### src/sv/sase_pkg.sv
package sase_pkg;

   // Default geometry of the key store
   localparam int DEPTH_DEFAULT     = 16;
   localparam int KEY_WIDTH_DEFAULT = 32;

   // Fixed port field widths
   localparam int MODE_W   = 2;
   localparam int KEY_IN_W = 32;
   localparam int POS_W    = 5;
   localparam int STATUS_W = 3;
   localparam int COUNT_W  = 5;

   // Request modes
   localparam logic [MODE_W-1:0] MODE_INSERT    = 2'd0;
   localparam logic [MODE_W-1:0] MODE_DEL_VALUE = 2'd1;
   localparam logic [MODE_W-1:0] MODE_DEL_POS   = 2'd2;

   // Result status codes
   localparam logic [STATUS_W-1:0] ST_DONE    = 3'd0;
   localparam logic [STATUS_W-1:0] ST_DUP     = 3'd1;
   localparam logic [STATUS_W-1:0] ST_FULL    = 3'd2;
   localparam logic [STATUS_W-1:0] ST_MISSING = 3'd3;
   localparam logic [STATUS_W-1:0] ST_BADPOS  = 3'd4;

   // Outcome of the shared key comparator
   typedef struct packed {
      logic less;
      logic equal;
   } cmp_result_type;

endpackage

### src/sv/sase_ram.sv
module sase_ram #(
   parameter int WIDTH = 32,
   parameter int DEPTH = 16
) (
   input  logic                     clock,
   input  logic                     wr_en,
   input  logic [$clog2(DEPTH)-1:0] wr_addr,
   input  logic [WIDTH-1:0]         wr_data,
   input  logic [$clog2(DEPTH)-1:0] rd_addr,
   output logic [WIDTH-1:0]         rd_data
);

   logic [WIDTH-1:0] mem [DEPTH];

   // One write port, one registered read port
   always_ff @(posedge clock) begin
      if (wr_en) begin
         mem[wr_addr] <= wr_data;
      end
      rd_data <= mem[rd_addr];
   end

endmodule

### src/sv/sase_cmp.sv
module sase_cmp
   import sase_pkg::*;
#(
   parameter int KEY_WIDTH = KEY_WIDTH_DEFAULT
) (
   input  logic                 compare_signed,
   input  logic [KEY_WIDTH-1:0] stored_key,
   input  logic [KEY_WIDTH-1:0] probe_key,
   output cmp_result_type       result
);

   logic [KEY_WIDTH-1:0] flip;
   logic [KEY_WIDTH-1:0] stored_ord;
   logic [KEY_WIDTH-1:0] probe_ord;

   // Flipping the sign bit maps two's complement order onto unsigned order
   assign flip       = KEY_WIDTH'(compare_signed) << (KEY_WIDTH - 1);
   assign stored_ord = stored_key ^ flip;
   assign probe_ord  = probe_key ^ flip;

   assign result.less  = stored_ord < probe_ord;
   assign result.equal = stored_key == probe_key;

endmodule

### src/sv/sorted_array_set_engine.sv
// Sorted key set, one request at a time; busy, once raised, falls with the result strobe.
// A bad position or unknown mode is answered from idle without raising busy; else each
//   entry compared or moved takes a read state and a compare or write state, as the one
//   memory read port and the shared comparator allow. Start is taken only in idle.
// The result strobe lasts one cycle and the receiver cannot stall it.
// Reset empties the store (count to zero, memory left as is) and selects unsigned order.
module sorted_array_set_engine
   import sase_pkg::*;
#(
   parameter int DEPTH     = DEPTH_DEFAULT,
   parameter int KEY_WIDTH = KEY_WIDTH_DEFAULT
) (
   input  logic                clock,
   input  logic                reset,
   input  logic                start,
   output logic                busy,
   input  logic [MODE_W-1:0]   req_mode,
   input  logic [KEY_IN_W-1:0] req_key_value,
   input  logic [POS_W-1:0]    req_position,
   output logic                rsp_strobe,
   output logic [STATUS_W-1:0] rsp_status,
   output logic [COUNT_W-1:0]  rsp_entry_count,
   input  logic                csr_valid,
   output logic                csr_ready,
   input  logic                csr_compare_signed
);

   localparam int CNT_W = $clog2(DEPTH + 1);
   localparam int IDX_W = $clog2(DEPTH);
   localparam int CMP_W = (CNT_W > POS_W) ? CNT_W : POS_W;

   typedef enum logic [2:0] {
      S_IDLE,
      S_SCAN_RD,
      S_SCAN_CMP,
      S_UP_RD,
      S_UP_WR,
      S_DOWN_RD,
      S_DOWN_WR
   } state_type;

   state_type             state_ff, state_in;
   logic [CNT_W-1:0]      count_ff, count_in;
   logic [CNT_W-1:0]      ptr_ff, ptr_in;
   logic [CNT_W-1:0]      ins_pos_ff, ins_pos_in;
   logic [MODE_W-1:0]     mode_ff, mode_in;
   logic [KEY_WIDTH-1:0]  key_ff, key_in;
   logic                  signed_ff;
   logic                  strobe_ff, strobe_in;
   logic [STATUS_W-1:0]   status_ff, status_in;
   logic [COUNT_W-1:0]    rsp_count_ff, rsp_count_in;

   logic                  wr_en;
   logic [CNT_W-1:0]      wr_ptr;
   logic [KEY_WIDTH-1:0]  wr_data;
   logic [CNT_W-1:0]      rd_ptr;
   logic [KEY_WIDTH-1:0]  rd_data;
   cmp_result_type        cmp;

   // Key memory
   sase_ram #(
      .WIDTH (KEY_WIDTH),
      .DEPTH (DEPTH)
   ) u_store (
      .clock   (clock),
      .wr_en   (wr_en),
      .wr_addr (wr_ptr[IDX_W-1:0]),
      .wr_data (wr_data),
      .rd_addr (rd_ptr[IDX_W-1:0]),
      .rd_data (rd_data)
   );

   // Shared comparator: stored entry against the request key
   sase_cmp #(
      .KEY_WIDTH (KEY_WIDTH)
   ) u_cmp (
      .compare_signed (signed_ff),
      .stored_key     (rd_data),
      .probe_key      (key_ff),
      .result         (cmp)
   );

   // Memory addressing per state
   always_comb begin
      rd_ptr  = '0;
      wr_en   = 1'b0;
      wr_ptr  = ptr_ff;
      wr_data = rd_data;
      case (state_ff)
         S_SCAN_RD: rd_ptr = ptr_ff;
         S_UP_RD: begin
            rd_ptr = ptr_ff - 1'b1;
            if (ptr_ff == ins_pos_ff) begin
               wr_en   = 1'b1;
               wr_data = key_ff;
            end
         end
         S_UP_WR:   wr_en  = 1'b1;
         S_DOWN_RD: rd_ptr = ptr_ff + 1'b1;
         S_DOWN_WR: wr_en  = 1'b1;
         default:   rd_ptr = '0;
      endcase
   end

   // Sequencer
   always_comb begin
      state_in     = state_ff;
      count_in     = count_ff;
      ptr_in       = ptr_ff;
      ins_pos_in   = ins_pos_ff;
      mode_in      = mode_ff;
      key_in       = key_ff;
      strobe_in    = 1'b0;
      status_in    = status_ff;
      rsp_count_in = rsp_count_ff;

      case (state_ff)
         S_IDLE: begin
            if (start) begin
               mode_in = req_mode;
               key_in  = KEY_WIDTH'(req_key_value);
               ptr_in  = '0;
               case (req_mode)
                  MODE_INSERT, MODE_DEL_VALUE: state_in = S_SCAN_RD;
                  MODE_DEL_POS: begin
                     if (req_position == '0 ||
                         CMP_W'(req_position) > CMP_W'(count_ff)) begin
                        strobe_in    = 1'b1;
                        status_in    = ST_BADPOS;
                        rsp_count_in = COUNT_W'(count_ff);
                     end else begin
                        ptr_in   = CNT_W'(req_position - 1'b1);
                        state_in = S_DOWN_RD;
                     end
                  end
                  default: begin
                     strobe_in    = 1'b1;
                     status_in    = ST_DONE;
                     rsp_count_in = COUNT_W'(count_ff);
                  end
               endcase
            end
         end

         // Walk the entries; end of the list closes the scan
         S_SCAN_RD: begin
            if (ptr_ff == count_ff) begin
               if (mode_ff == MODE_INSERT) begin
                  if (count_ff == CNT_W'(DEPTH)) begin
                     strobe_in    = 1'b1;
                     status_in    = ST_FULL;
                     rsp_count_in = COUNT_W'(count_ff);
                     state_in     = S_IDLE;
                  end else begin
                     ins_pos_in = ptr_ff;
                     ptr_in     = count_ff;
                     state_in   = S_UP_RD;
                  end
               end else begin
                  strobe_in    = 1'b1;
                  status_in    = ST_MISSING;
                  rsp_count_in = COUNT_W'(count_ff);
                  state_in     = S_IDLE;
               end
            end else begin
               state_in = S_SCAN_CMP;
            end
         end

         S_SCAN_CMP: begin
            if (mode_ff == MODE_INSERT) begin
               if (cmp.less) begin
                  ptr_in   = ptr_ff + 1'b1;
                  state_in = S_SCAN_RD;
               end else if (cmp.equal) begin
                  strobe_in    = 1'b1;
                  status_in    = ST_DUP;
                  rsp_count_in = COUNT_W'(count_ff);
                  state_in     = S_IDLE;
               end else if (count_ff == CNT_W'(DEPTH)) begin
                  strobe_in    = 1'b1;
                  status_in    = ST_FULL;
                  rsp_count_in = COUNT_W'(count_ff);
                  state_in     = S_IDLE;
               end else begin
                  ins_pos_in = ptr_ff;
                  ptr_in     = count_ff;
                  state_in   = S_UP_RD;
               end
            end else begin
               if (cmp.equal) begin
                  state_in = S_DOWN_RD;
               end else begin
                  ptr_in   = ptr_ff + 1'b1;
                  state_in = S_SCAN_RD;
               end
            end
         end

         // Open a gap: move entries up one place, then drop the key in
         S_UP_RD: begin
            if (ptr_ff == ins_pos_ff) begin
               count_in     = count_ff + 1'b1;
               strobe_in    = 1'b1;
               status_in    = ST_DONE;
               rsp_count_in = COUNT_W'(count_ff + 1'b1);
               state_in     = S_IDLE;
            end else begin
               state_in = S_UP_WR;
            end
         end

         S_UP_WR: begin
            ptr_in   = ptr_ff - 1'b1;
            state_in = S_UP_RD;
         end

         // Close a gap: move later entries down one place
         S_DOWN_RD: begin
            if (ptr_ff + 1'b1 >= count_ff) begin
               count_in     = count_ff - 1'b1;
               strobe_in    = 1'b1;
               status_in    = ST_DONE;
               rsp_count_in = COUNT_W'(count_ff - 1'b1);
               state_in     = S_IDLE;
            end else begin
               state_in = S_DOWN_WR;
            end
         end

         S_DOWN_WR: begin
            ptr_in   = ptr_ff + 1'b1;
            state_in = S_DOWN_RD;
         end

         default: state_in = S_IDLE;
      endcase
   end

   // State and registered outputs
   always_ff @(posedge clock) begin
      if (reset) begin
         state_ff  <= S_IDLE;
         count_ff  <= '0;
         strobe_ff <= 1'b0;
         signed_ff <= 1'b0;
      end else begin
         state_ff  <= state_in;
         count_ff  <= count_in;
         strobe_ff <= strobe_in;
         if (csr_valid && csr_ready) begin
            signed_ff <= csr_compare_signed;
         end
      end
      ptr_ff       <= ptr_in;
      ins_pos_ff   <= ins_pos_in;
      mode_ff      <= mode_in;
      key_ff       <= key_in;
      status_ff    <= status_in;
      rsp_count_ff <= rsp_count_in;
   end

   assign busy            = state_ff != S_IDLE;
   assign csr_ready       = 1'b1;
   assign rsp_strobe      = strobe_ff;
   assign rsp_status      = status_ff;
   assign rsp_entry_count = rsp_count_ff;

endmodule
### config.mk
export PLATFORM = sky130hd
export DESIGN_NAME = sorted_array_set_engine
export DESIGN_NICKNAME = d
export VERILOG_FILES = /design/src/sv/sase_pkg.sv /design/src/sv/sase_ram.sv /design/src/sv/sase_cmp.sv /design/src/sv/sorted_array_set_engine.sv
export SDC_FILE = /design/constraint.sdc
export NUM_CORES = 1
export LEC_CHECK = 0
export CAP_MARGIN = 5
export CORE_MARGIN = 2
export CORE_UTILIZATION = 40
export CTS_CLUSTER_DIAMETER = 60
export DETAILED_ROUTE_END_ITERATION = 8
export DONT_BUFFER_PORTS = 1
export GPL_ROUTABILITY_DRIVEN = 0
export PLACE_DENSITY = 0.61
export SETUP_SLACK_MARGIN = 0.05
export SYNTH_ARGS = -nofsm -noshare
export SYNTH_HDL_FRONTEND = slang
export SYNTH_HIERARCHICAL = 1
export SYNTH_SLANG_ARGS = --single-unit
### constraint.sdc
create_clock -name clock -period 4.15 [get_ports clock]
set_input_delay 0.415 -clock clock [delete_from_list [all_inputs] [get_ports clock]]
set_output_delay 0.415 -clock clock [all_outputs]
set_load 0.01 [all_outputs]
==> flow_summary.yaml, run 1 <==
worst_hold_path:
  min_from: "reset"
  min-delay-path-class: "in2reg"
yosys:
  synth_area_leaders: "edfxtp_1 69%, mux4_2 12%, dfxtp_1 3.4%"
  postSynthAreaPerCell_sq_um: 18.3
  ys.flop_type: "edfxtp_1"
  yosysSeqAreaShare: 0.721
  synth_seq_cells: 606
  syn_area_sq_mm: 0.0246
  synthCells: 1344
  synth_edf_count: 564
  yosys.area.top_type: "edfxtp_1"
  async_reset_ff_frac: 0
  synth_nets: 1436
  yosysTopAreaCellShare: 0.687
  ys.warnings.count: 6
  yosysUniqueCellTypes: 65
die:
  dieArea_sq_mm: 0.0636
  ioPinCount: 55
  die_w_microns: 252
  start_util: 0.407
  core_area_sq_mm: 0.0606
  die_h_microns: 252
  rows: 90
critical_path:
  crit_type: "reg2reg"
  reg2reg_slack_ps: 580
  cp_max_fo: 4
  crit_arrival_ps: 3890
  worstReg2RegEnd: "ptr_ff[2]"
  start_kind: "flop"
  crit_end: "ptr_ff[2]"
  r2r-start: "key_ff[30]"
  worst_r2r_path_depth: 11
  worstSetupEndpointType: "flop"
  crit_start: "key_ff[30]"
  critPathRequiredTime_ps: 4480
clock_tree:
  h-tree-depth: 3
  root_buffer: "clkbuf_16"
  clockBufferDepth: 3
  clock-sinks: 606
  clk_latency_ps: 600
  cts-resized-gates: 0
  clk_pin_slew_worst_paths_ps: 60
  numCtsBuffers: 66
  cts_tree: "done"
timing:
  period_needed_ps: 3570
  worst_slew_pin_slew_ps: 862
  fin_crit_sh: 0.859
  fmax_mhz: 280
  rsz0062_at_grt: "no"
  setup_viol: 0
  slew_headroom: 0.425
  fin_skew_ps: 27.9
  finalMaxSlewViolations: 0
  finalHoldViolations: 0
  setup_tns_ps: 0
global_routing:
  antenna_found_initial: 3
  grt-ovfl-total: 0
  grt_pass1_wl_mm: 85.7
  grt_max_degree: 54
  grt_pass1_vias: 13300
  track_usage: 0.183
power_and_ir_drop:
  max-vdd-ir-drop_mv: 0.353
  leakagePower_uw: 0.00921
  p_per_area_mw_per_mm2: 673
routing:
  ant_nets: 0
  drc: 0
  routedWlPerCell_microns: 25.4
  finalWirelength_mm: 57.5
  vias_per_cell: 5.73
  via_count: 13000
  drtPass1Iterations: 7
  drt_iter0_markers: 1509
finish:
  layout.nets: 1520
  area_growth_pct: 15.6
  layout-drive-gt1-share: 0.226
  final_cells: 2261
  final_util: 0.470
place:
  io_buffers: 0
  hpwl_mm: 32.0
  place_inst: 2106
run_status:
  outcome: "finished clean"
run:
  drv_cap: 0
-- repair_timing --
item,CTS,global route
endpoints found under the setup margin,0,0
setup buffers,0,0
hold buffers,36,0
endpoints found under the hold margin,38,0
-- worst min-delay path by stage --
stage / to / slack [ps] / depth (start not counted)
global placement: signed_ff / 490 / 1
detailed placement: signed_ff / 490 / 1
global route: count_ff[2] / 40 / 2
CTS: count_ff[0] / 10 / 2
finish: count_ff[0] / 50 / 2
floorplan: ins_pos_ff[4] / 430 / 0
-- power breakdown --
part,total (uW),internal (uW),switching (uW)
logic,5040,1970,3070
registers,8310,8000,312
clock network,5810,3500,2310
total,19200,13500,5700
-- sequential cells by signal, summed over array words and instances, names as in the netlist --
register / flops
signed_ff: 1
ins_pos_ff: 5
rsp_status: 3
mode_ff: 2
u_store/mem: 512
count_ff: 5
rsp_strobe: 1
u_store/rd_data: 32
rsp_entry_count: 5
ptr_ff: 5
state_ff: 3
key_ff: 32
-- cell usage in the layout (no fill, tap or decap), types with 6 or more instances in the layout --
cell type | Yosys | final
nor2_4 | 0 | 13
a221oi_1 | 7 | 7
clkbuf_1 | 22 | 13
nor2_1 | 62 | 49
o21ai_0 | 29 | 29
clkinv_1 | 0 | 12
dfxtp_1 | 42 | 42
buf_4 | 13 | 32
a21oi_1 | 33 | 33
a22oi_1 | 66 | 66
buf_12 | 0 | 15
ha_1 | 48 | 48
nand3_1 | 14 | 14
nor3_1 | 16 | 12
bufinv_16 | 0 | 7
dlygate4sd3_1 | 0 | 36
nand2b_1 | 7 | 7
xor2_1 | 8 | 8
xnor2_1 | 9 | 9
clkinv_2 | 0 | 8
inv_1 | 47 | 47
o21a_1 | 6 | 6
mux2_2 | 34 | 34
mux4_2 | 128 | 128
clkbuf_16 | 0 | 69
nand2_1 | 66 | 66
nand3b_1 | 6 | 6
o221ai_1 | 6 | 6
edfxtp_1 | 564 | 564
-- Yosys cell counts (all sizes together) (4+ instances only) --
cell      n
a211o     4
a211oi    5
a21o      4
a21oi    33
a221o     5
a221oi    8
a22oi    66
a31oi     4
and2      5
buf      44
clkbuf   23
dfxtp    42
edfxtp  564
ha       48
inv      47
mux2     36
mux4    128
nand2    66
nand2b    7
nand3    14
nand3b    6
nor2     62
nor2b     6
nor3     17
o21a      6
o21ai    29
o221ai    7
o22ai     4
xnor2     9
xor2      8
-- cell type report --
type	instances	area, sq um
clock inverter	35	363
tap	782	978
sequential	606	17800
fill	5055	32100
clock buffer	83	1790
multi-input combinational	624	6500
inverter	47	176
timing repair buffer	83	901
antenna	1	2.50
-- critical path: stages (launching register included) --
cell and delay [ps]:
edfxtp_1 390, inv_1 60, ha_1 290, nand3_1 160, or4_4 540, nor3_2 310
a211oi_1 180, nor3_1 440, a21boi_0 370, a221o_1 380, nand2_1 70, o221ai_1 120
-- stage by stage --
step,hold WS (ps),instance area (sq um),power [uW],setup WS (ps)
after floorplan,425,24600,11900,19.2
after CTS,14.9,28500,19300,618
after global placement,495,26000,13300,633
final,47.8,28500,19200,585
after detailed placement,493,26000,13400,652
after global routing,36.9,28500,20000,409
-- cell families (layout without fill, tap and decap cells) --
kind of cell,Yosys count,count (layout),share of synthesized area
other,1,2,0.000152
and+or+nand+nor,200,200,0.0378
muxes,165,165,0.134
buffers and inverters,114,248,0.0214
adders and majority gates,48,48,0.0244
AOI/OAI and AO/OA,193,193,0.0547
DFF,606,606,0.721
xor gates and xnor gates,17,17,0.00604
-- per-layer routing --
layer / track usage / vias to the layer above / routed length (microns)
met2: 0.309 / 470 / 28600
li1: - / 5622 / -
met3: 0.0303 / 96 / 3580
met4: 0.0561 / 4 / 1200
met1: 0.246 / 6758 / 24100
met5: 0 / - / 27
Power figures use the tool's default switching activity.
==> inputs of run 2 (changes only) <==
--- a/config.mk
+++ b/config.mk
@@ -12,7 +12,7 @@
 export DETAILED_ROUTE_END_ITERATION = 8
 export DONT_BUFFER_PORTS = 1
 export GPL_ROUTABILITY_DRIVEN = 0
-export PLACE_DENSITY = 0.61
+export PLACE_DENSITY = 0.59
 export SETUP_SLACK_MARGIN = 0.05
 export SYNTH_ARGS = -nofsm -noshare
 export SYNTH_HDL_FRONTEND = slang
==> constraint.sdc (replaced) <==
create_clock -name clock -period 3.9 [get_ports clock]
set_input_delay 0.39 -clock clock [delete_from_list [all_inputs] [get_ports clock]]
set_output_delay 0.39 -clock clock [all_outputs]
set_load 0.01 [all_outputs]
==> run 2 against run 1 <==
  * Utilization is 0.21 points higher
  * Fmax grew 4.5%
  * First-iteration DRC count down 20%
  * Register-to-register slack worse by 95 ps
  * Sequential power rose by 6.6%
  * Total power is 6.4% higher
  * Die area unchanged
  * Cell area up 0.44%
  * Clock skew fell by 2.5 ps
  * Via count unchanged
  * Critical path type unchanged
==> flow_summary.yaml, run 2 (same netlist as run 1, synthesis figures left out) <==
run_status:
  outcome: "finished clean"
timing:
  fin_crit_sh: 0.875
  worst_hold_slack_ps: 31.2
  finalHoldViolations: 0
  fin_skew_ps: 25.4
  rsz0062_at_grt: "no"
  setup_viol: 0
  period_needed_ps: 3410
  worst_slew_pin_slew_ps: 1050
  fmax_mhz: 293
  slew_headroom: 0.299
  finalMaxSlewViolations: 0
die:
  dieArea_sq_mm: 0.0636
  rows: 90
  die_w_microns: 252
  start_util: 0.407
  die_h_microns: 252
  core_area_sq_mm: 0.0606
  ioPinCount: 55
critical_path:
  start_kind: "flop"
  cp_max_fo: 8
  path_buf_inv: 1
  worstSetupEndpointType: "flop"
  path_delay_family: "simple AND/OR/NAND/NOR gates"
  cpPeakStageDelay_ps: 530
  cp_num_cells: 10
  path_cells: "xnor2_1 -> nand3_1 -> or4_4 -> nor3_2 -> a211oi_1 -> or3_1 -> a21oi_1 -> o21ai_0 -> nor4_1 -> buf_4"
  critPathSlowestCell: "or4_4"
  crit_type: "reg2reg"
  worst_r2r_path_depth: 10
  crit_arrival_ps: 3700
  critPathRequiredTime_ps: 4190
clock_tree:
  clk_latency_ps: 610
  clock-sinks: 606
  postCtsSetupBuffers: 0
  cts_hold_buf: 36
  clk_pin_slew_worst_paths_ps: 60
  cts_tree: "done"
  h-tree-depth: 3
  clockBufferDepth: 3
  cts-resized-gates: 0
  numCtsBuffers: 67
  root_buffer: "clkbuf_16"
finish:
  final_cell_area_sq_mm: 0.0286
  top_regs: "u_store/mem x512, key_ff x32, u_store/rd_data x32"
  largest_reg_flops: 512
  layout.nets: 1526
  layout_commonest_cell: "edfxtp_1"
  final_cell_mix: "564 x edfxtp_1, 128 x mux4_2, 69 x clkbuf_16"
  layout-drive-gt1-share: 0.226
  final_cells: 2268
  top_register: "u_store/mem"
  area_growth_pct: 16.1
power_and_ir_drop:
  max-vdd-ir-drop_mv: 0.430
  leakagePower_uw: 0.00924
  power_uw: 20400
  p_per_area_mw_per_mm2: 712
routing:
  drt_iter0_markers: 1206
  routedWlPerCell_microns: 26.1
  via_count: 13000
  vias_per_cell: 5.71
  drtPass1Iterations: 6
  finalWirelength_mm: 59.2
  ant_nets: 0
  drc: 0
global_routing:
  grt_pass1_wl_mm: 88.2
  antenna_found_initial: 2
  track_usage: 0.190
  grt-ovfl-total: 0
  grt_max_degree: 37
  grt_pass1_vias: 13400
place:
  hpwl_mm: 31.9
  dpl_cell_area_sq_mm: 0.0261
  place_inst: 2111
  io_buffers: 0
worst_hold_path:
  whs_path_depth: 2
  min-delay-path-class: "in2reg"
run:
  drv_cap: 0
-- run 2: area by class of cell --
| class | count | area, sq um |
|---|---|---|
| timing repair buffer | 88 | 1060 |
| fill | 5043 | 32000 |
| multi-input combinational | 624 | 6500 |
| sequential | 606 | 17800 |
| antenna | 1 | 2.50 |
| clock buffer | 93 | 1830 |
| inverter | 47 | 176 |
| tap | 782 | 978 |
| clock inverter | 27 | 288 |
-- run 2: layer usage --
metal | share of wire | global-route usage
met5 | 0.00024 | 0
met4 | 0.021 | 0.0511
met3 | 0.054 | 0.0376
met2 | 0.50 | 0.321
met1 | 0.43 | 0.252
-- run 2: worst reg2reg max path, stage by stage, from the launching register on --
cell and delay [ps]:
edfxtp_1 430, xnor2_1 240, nand3_1 180, or4_4 530, nor3_2 330, a211oi_1 190
or3_1 400, a21oi_1 160, o21ai_0 100, nor4_1 320, buf_4 230
-- run 2: power by group --
part / switching [uW] / internal [uW] / total [uW] / leakage (uW)
clock: 2530 / 3570 / 6100 / 0.00103
sequential: 351 / 8510 / 8860 / 0.00547
combinational: 3250 / 2170 / 5420 / 0.00274
-- run 2: worst paths after layout --
| kind | slack, ps | from | endpoint |
|---|---|---|---|
| max | 490 | key_ff[31] | rsp_entry_count[0] |
| min | 30 | reset | count_ff[3] |
| max reg2reg | 490 | key_ff[31] | rsp_entry_count[0] |
| min reg2reg | 650 | rsp_entry_count[3] | rsp_entry_count[3] |
-- run 2: stage by stage --
| stage | worst slack [ps] | setup TNS [ps] | utilization |
|---|---|---|---|
| 2_1_floorplan | -231 | -21710 | - |
| 3_3_place_gp | 525 | 0 | 0.431 |
| 3_5_place_dp | 524 | 0 | 0.431 |
| 4_1_cts | 495 | 0 | 0.472 |
| 5_1_grt | 203 | 0 | 0.472 |
| 6_report | 489 | 0 | 0.472 |
==> inputs of run 3 (changes only) <==
--- a/config.mk
+++ b/config.mk
@@ -5,6 +5,7 @@
 export SDC_FILE = /design/constraint.sdc
 export NUM_CORES = 1
 export LEC_CHECK = 0
+export ABC_AREA = 1
 export CAP_MARGIN = 5
 export CORE_MARGIN = 2
 export CORE_UTILIZATION = 40
==> constraint.sdc (replaced) <==
create_clock -name clock -period 3.9 [get_ports clock]
set_input_delay 0.39 -clock clock [delete_from_list [all_inputs] [get_ports clock]]
set_output_delay 0.39 -clock clock [all_outputs]
set_load 0.005 [all_outputs]
==> run 3 against run 2 <==
  * Via count grew 45%
  * Sequential power shrank 4.1%
  * Combinational power shrank 31%
  * Wire length grew 19%
  * Critical path depth grew 3
  * Total power shrank 11%
  * Non-clock buffer count shrank 10
  * Global-route usage grew 0.84 points
  * Cell count grew 64%
  * Hold slack gained 39 ps
  * Critical endpoint is now rsp_status[0]
  * Largest power group unchanged
  * Highest routed layer is now met4
==> flow_summary.yaml, run 3 <==
finish:
  seq_area_sq_mm: 0.0178
  final_util: 0.453
  top_regs: "u_store/mem x512, key_ff x32, u_store/rd_data x32"
  largest_reg_flops: 512
  final_cell_mix: "904 x nand2_1, 564 x edfxtp_1, 467 x inv_1"
  final_cells: 3730
  area_growth_pct: 12.5
  layout-drive-gt1-share: 0.0674
  nFillCells: 6338
  top_register: "u_store/mem"
  layout.nets: 2887
  multi_input_area_sq_mm: 0.00731
  layout_commonest_cell: "nand2_1"
power_and_ir_drop:
  power_uw: 18100
  p_per_area_mw_per_mm2: 584
  max-vdd-ir-drop_mv: 0.335
  leakagePower_uw: 0.0132
yosys:
  synth_seq_cells: 606
  synth_area_leaders: "edfxtp_1 61%, nand2_1 12%, nand3_1 7.7%"
  yosysSeqAreaShare: 0.645
  synth_most_common_cell: "nand2_1"
  yosys.area.top_type: "edfxtp_1"
  async_reset_ff_frac: 0
  synth_edf_count: 564
  yosysUniqueCellTypes: 47
  yosysTopAreaCellShare: 0.614
  synth_nets: 2860
  synthCells: 2768
  ys.warnings.count: 6
  postSynthAreaPerCell_sq_um: 9.96
  netlist_top_cells_count: "904 x nand2_1, 564 x edfxtp_1, 469 x inv_1"
  ys.flop_type: "edfxtp_1"
  syn_area_sq_mm: 0.0276
global_routing:
  grt_pass1_wl_mm: 107
  track_usage: 0.198
  grt_pass1_vias: 18100
  grt_max_degree: 129
  grt-ovfl-total: 0
  antenna_found_initial: 1
place:
  io_buffers: 0
  hpwl_mm: 36.8
  place_inst: 3572
timing:
  period_needed_ps: 3190
  fin_crit_sh: 0.818
  finalHoldViolations: 0
  finalMaxSlewViolations: 0
  worst_hold_slack_ps: 70.6
  fin_skew_ps: 20.2
  setup_tns_ps: 0
  rsz0062_at_grt: "no"
  fmax_mhz: 313
  setup_viol: 0
  slew_headroom: 0.395
  worst_slew_pin_slew_ps: 902
run_status:
  outcome: "finished clean"
worst_hold_path:
  min-delay-path-class: "in2reg"
  whs_path_depth: 1
critical_path:
  crit_type: "reg2reg"
  start_kind: "flop"
  path_cells: "ha_1 -> nand4_1 -> nand2_1 -> inv_1 -> ha_1 -> nand2_1 -> nor2_1 -> o21ai_0 -> nand4_1 -> nand2_1 -> nor2_1 -> nand2_1 -> nor2_1"
  cpMostUsedCell: "nand2_1"
  critPathSlowestCell: "edfxtp_1"
  cpPeakStageDelay_ps: 680
  worst_r2r_path_depth: 13
  cp_max_fo: 12
  critPathRequiredTime_ps: 4120
  crit_arrival_ps: 3410
  worstSetupEndpointType: "flop"
routing:
  finalWirelength_mm: 70.5
  via_count: 18700
  routedWlPerCell_microns: 18.9
  drt_iter0_markers: 1747
  drc: 0
  vias_per_cell: 5.02
  ant_nets: 0
  drtPass1Iterations: 7
clock_tree:
  numCtsBuffers: 66
  clk_pin_slew_worst_paths_ps: 60
  h-tree-depth: 3
  clock-sinks: 606
  cts-resized-gates: 0
  root_buffer: "clkbuf_16"
  cts_tree: "done"
  clockBufferDepth: 3
  clk_latency_ps: 600
die:
  start_util: 0.403
  die_h_microns: 267
  die_w_microns: 267
  core_area_sq_mm: 0.0685
  rows: 96
  ioPinCount: 55
  dieArea_sq_mm: 0.0710
run:
  drv_cap: 0
## run 3: cell types whose count changed in the layout (fill, tap and decap cells not counted), sizes merged, moves of 8 or more
cell | previous run | this run
nand2 | 66 | 913
inv | 51 | 485
nand3 | 14 | 426
mux4 | 128 | 0
a22oi | 66 | 1
mux2 | 36 | 0
nor3 | 17 | 5
buf | 52 | 41
nor2 | 62 | 72
a221oi | 8 | 0
clkinv | 18 | 26
## run 3: report_power, final
| part | internal (uW) | switching [uW] | leakage [uW] |
|---|---|---|---|
| Clock | 3370 | 2540 | 0.00102 |
| Combinational | 1010 | 2710 | 0.00671 |
| Sequential | 8260 | 243 | 0.00545 |
| Total | 12600 | 5480 | 0.0132 |
## run 3: cells by family (layout without fill, tap and decap cells)
| kind of cell | Yosys count | in the layout | synth area share |
|---|---|---|---|
| simple gates | 1424 | 1424 | 0.218 |
| buf+inv | 601 | 680 | 0.0954 |
| xor+xnor | 13 | 13 | 0.00413 |
| other cells | 1 | 2 | 0.000136 |
| compound gates | 75 | 75 | 0.0160 |
| fa+ha+maj | 48 | 48 | 0.0218 |
| flops | 606 | 606 | 0.645 |
## run 3: area by class of cell
cell class | instances | area share
antenna | 1 | 0.0000807
clock buffer | 90 | 0.0587
tap | 882 | 0.0356
timing repair buffer | 78 | 0.0311
inverter | 482 | 0.0586
multi-input combinational | 1561 | 0.236
clock inverter | 30 | 0.00690
sequential | 606 | 0.573
## run 3: final timing paths
kind,startpoint,to,slack (ps)
worst max register to register,ptr_ff[0],rsp_status[0],710
worst min-delay path,req_position[0],ptr_ff[0],70
worst min register to register,count_ff[1],count_ff[1],570
worst max-delay path,ptr_ff[0],rsp_status[0],710
## run 3: metrics by stage
step | instance area [sq um] | setup WS (ps)
floorplan | 27600 | 506
global placement | 28600 | 837
detailed placement | 28600 | 829
CTS | 31000 | 808
global route | 31000 | 460
finish | 31000 | 709
## run 3: layer usage
layer  global-route usage  routed length [microns]  up-vias
met3               0.0307                     4350      131
li1                     -                        -     9011
met5                    0                        0        -
met1                0.265                    30800     8986
met4               0.0674                     1950        0
met2                0.330                    33400      612
## run 3: worst max-delay path, delay by kind of cell, from the launching register on
kind	cells	cell delay, ps
and+or+nand+nor	9	1320
AOI/OAI and AO/OA	1	130
DFF	1	680
adders and majority gates	2	620
buffers and inverters	1	70
## run 3: repair_timing
action | 4_1_cts | 5_1_grt
hold buffers | 37 | 0
setup buffers | 0 | 0
setup endpoints to repair | 0 | 0
endpoints found under the hold margin | 38 | 0
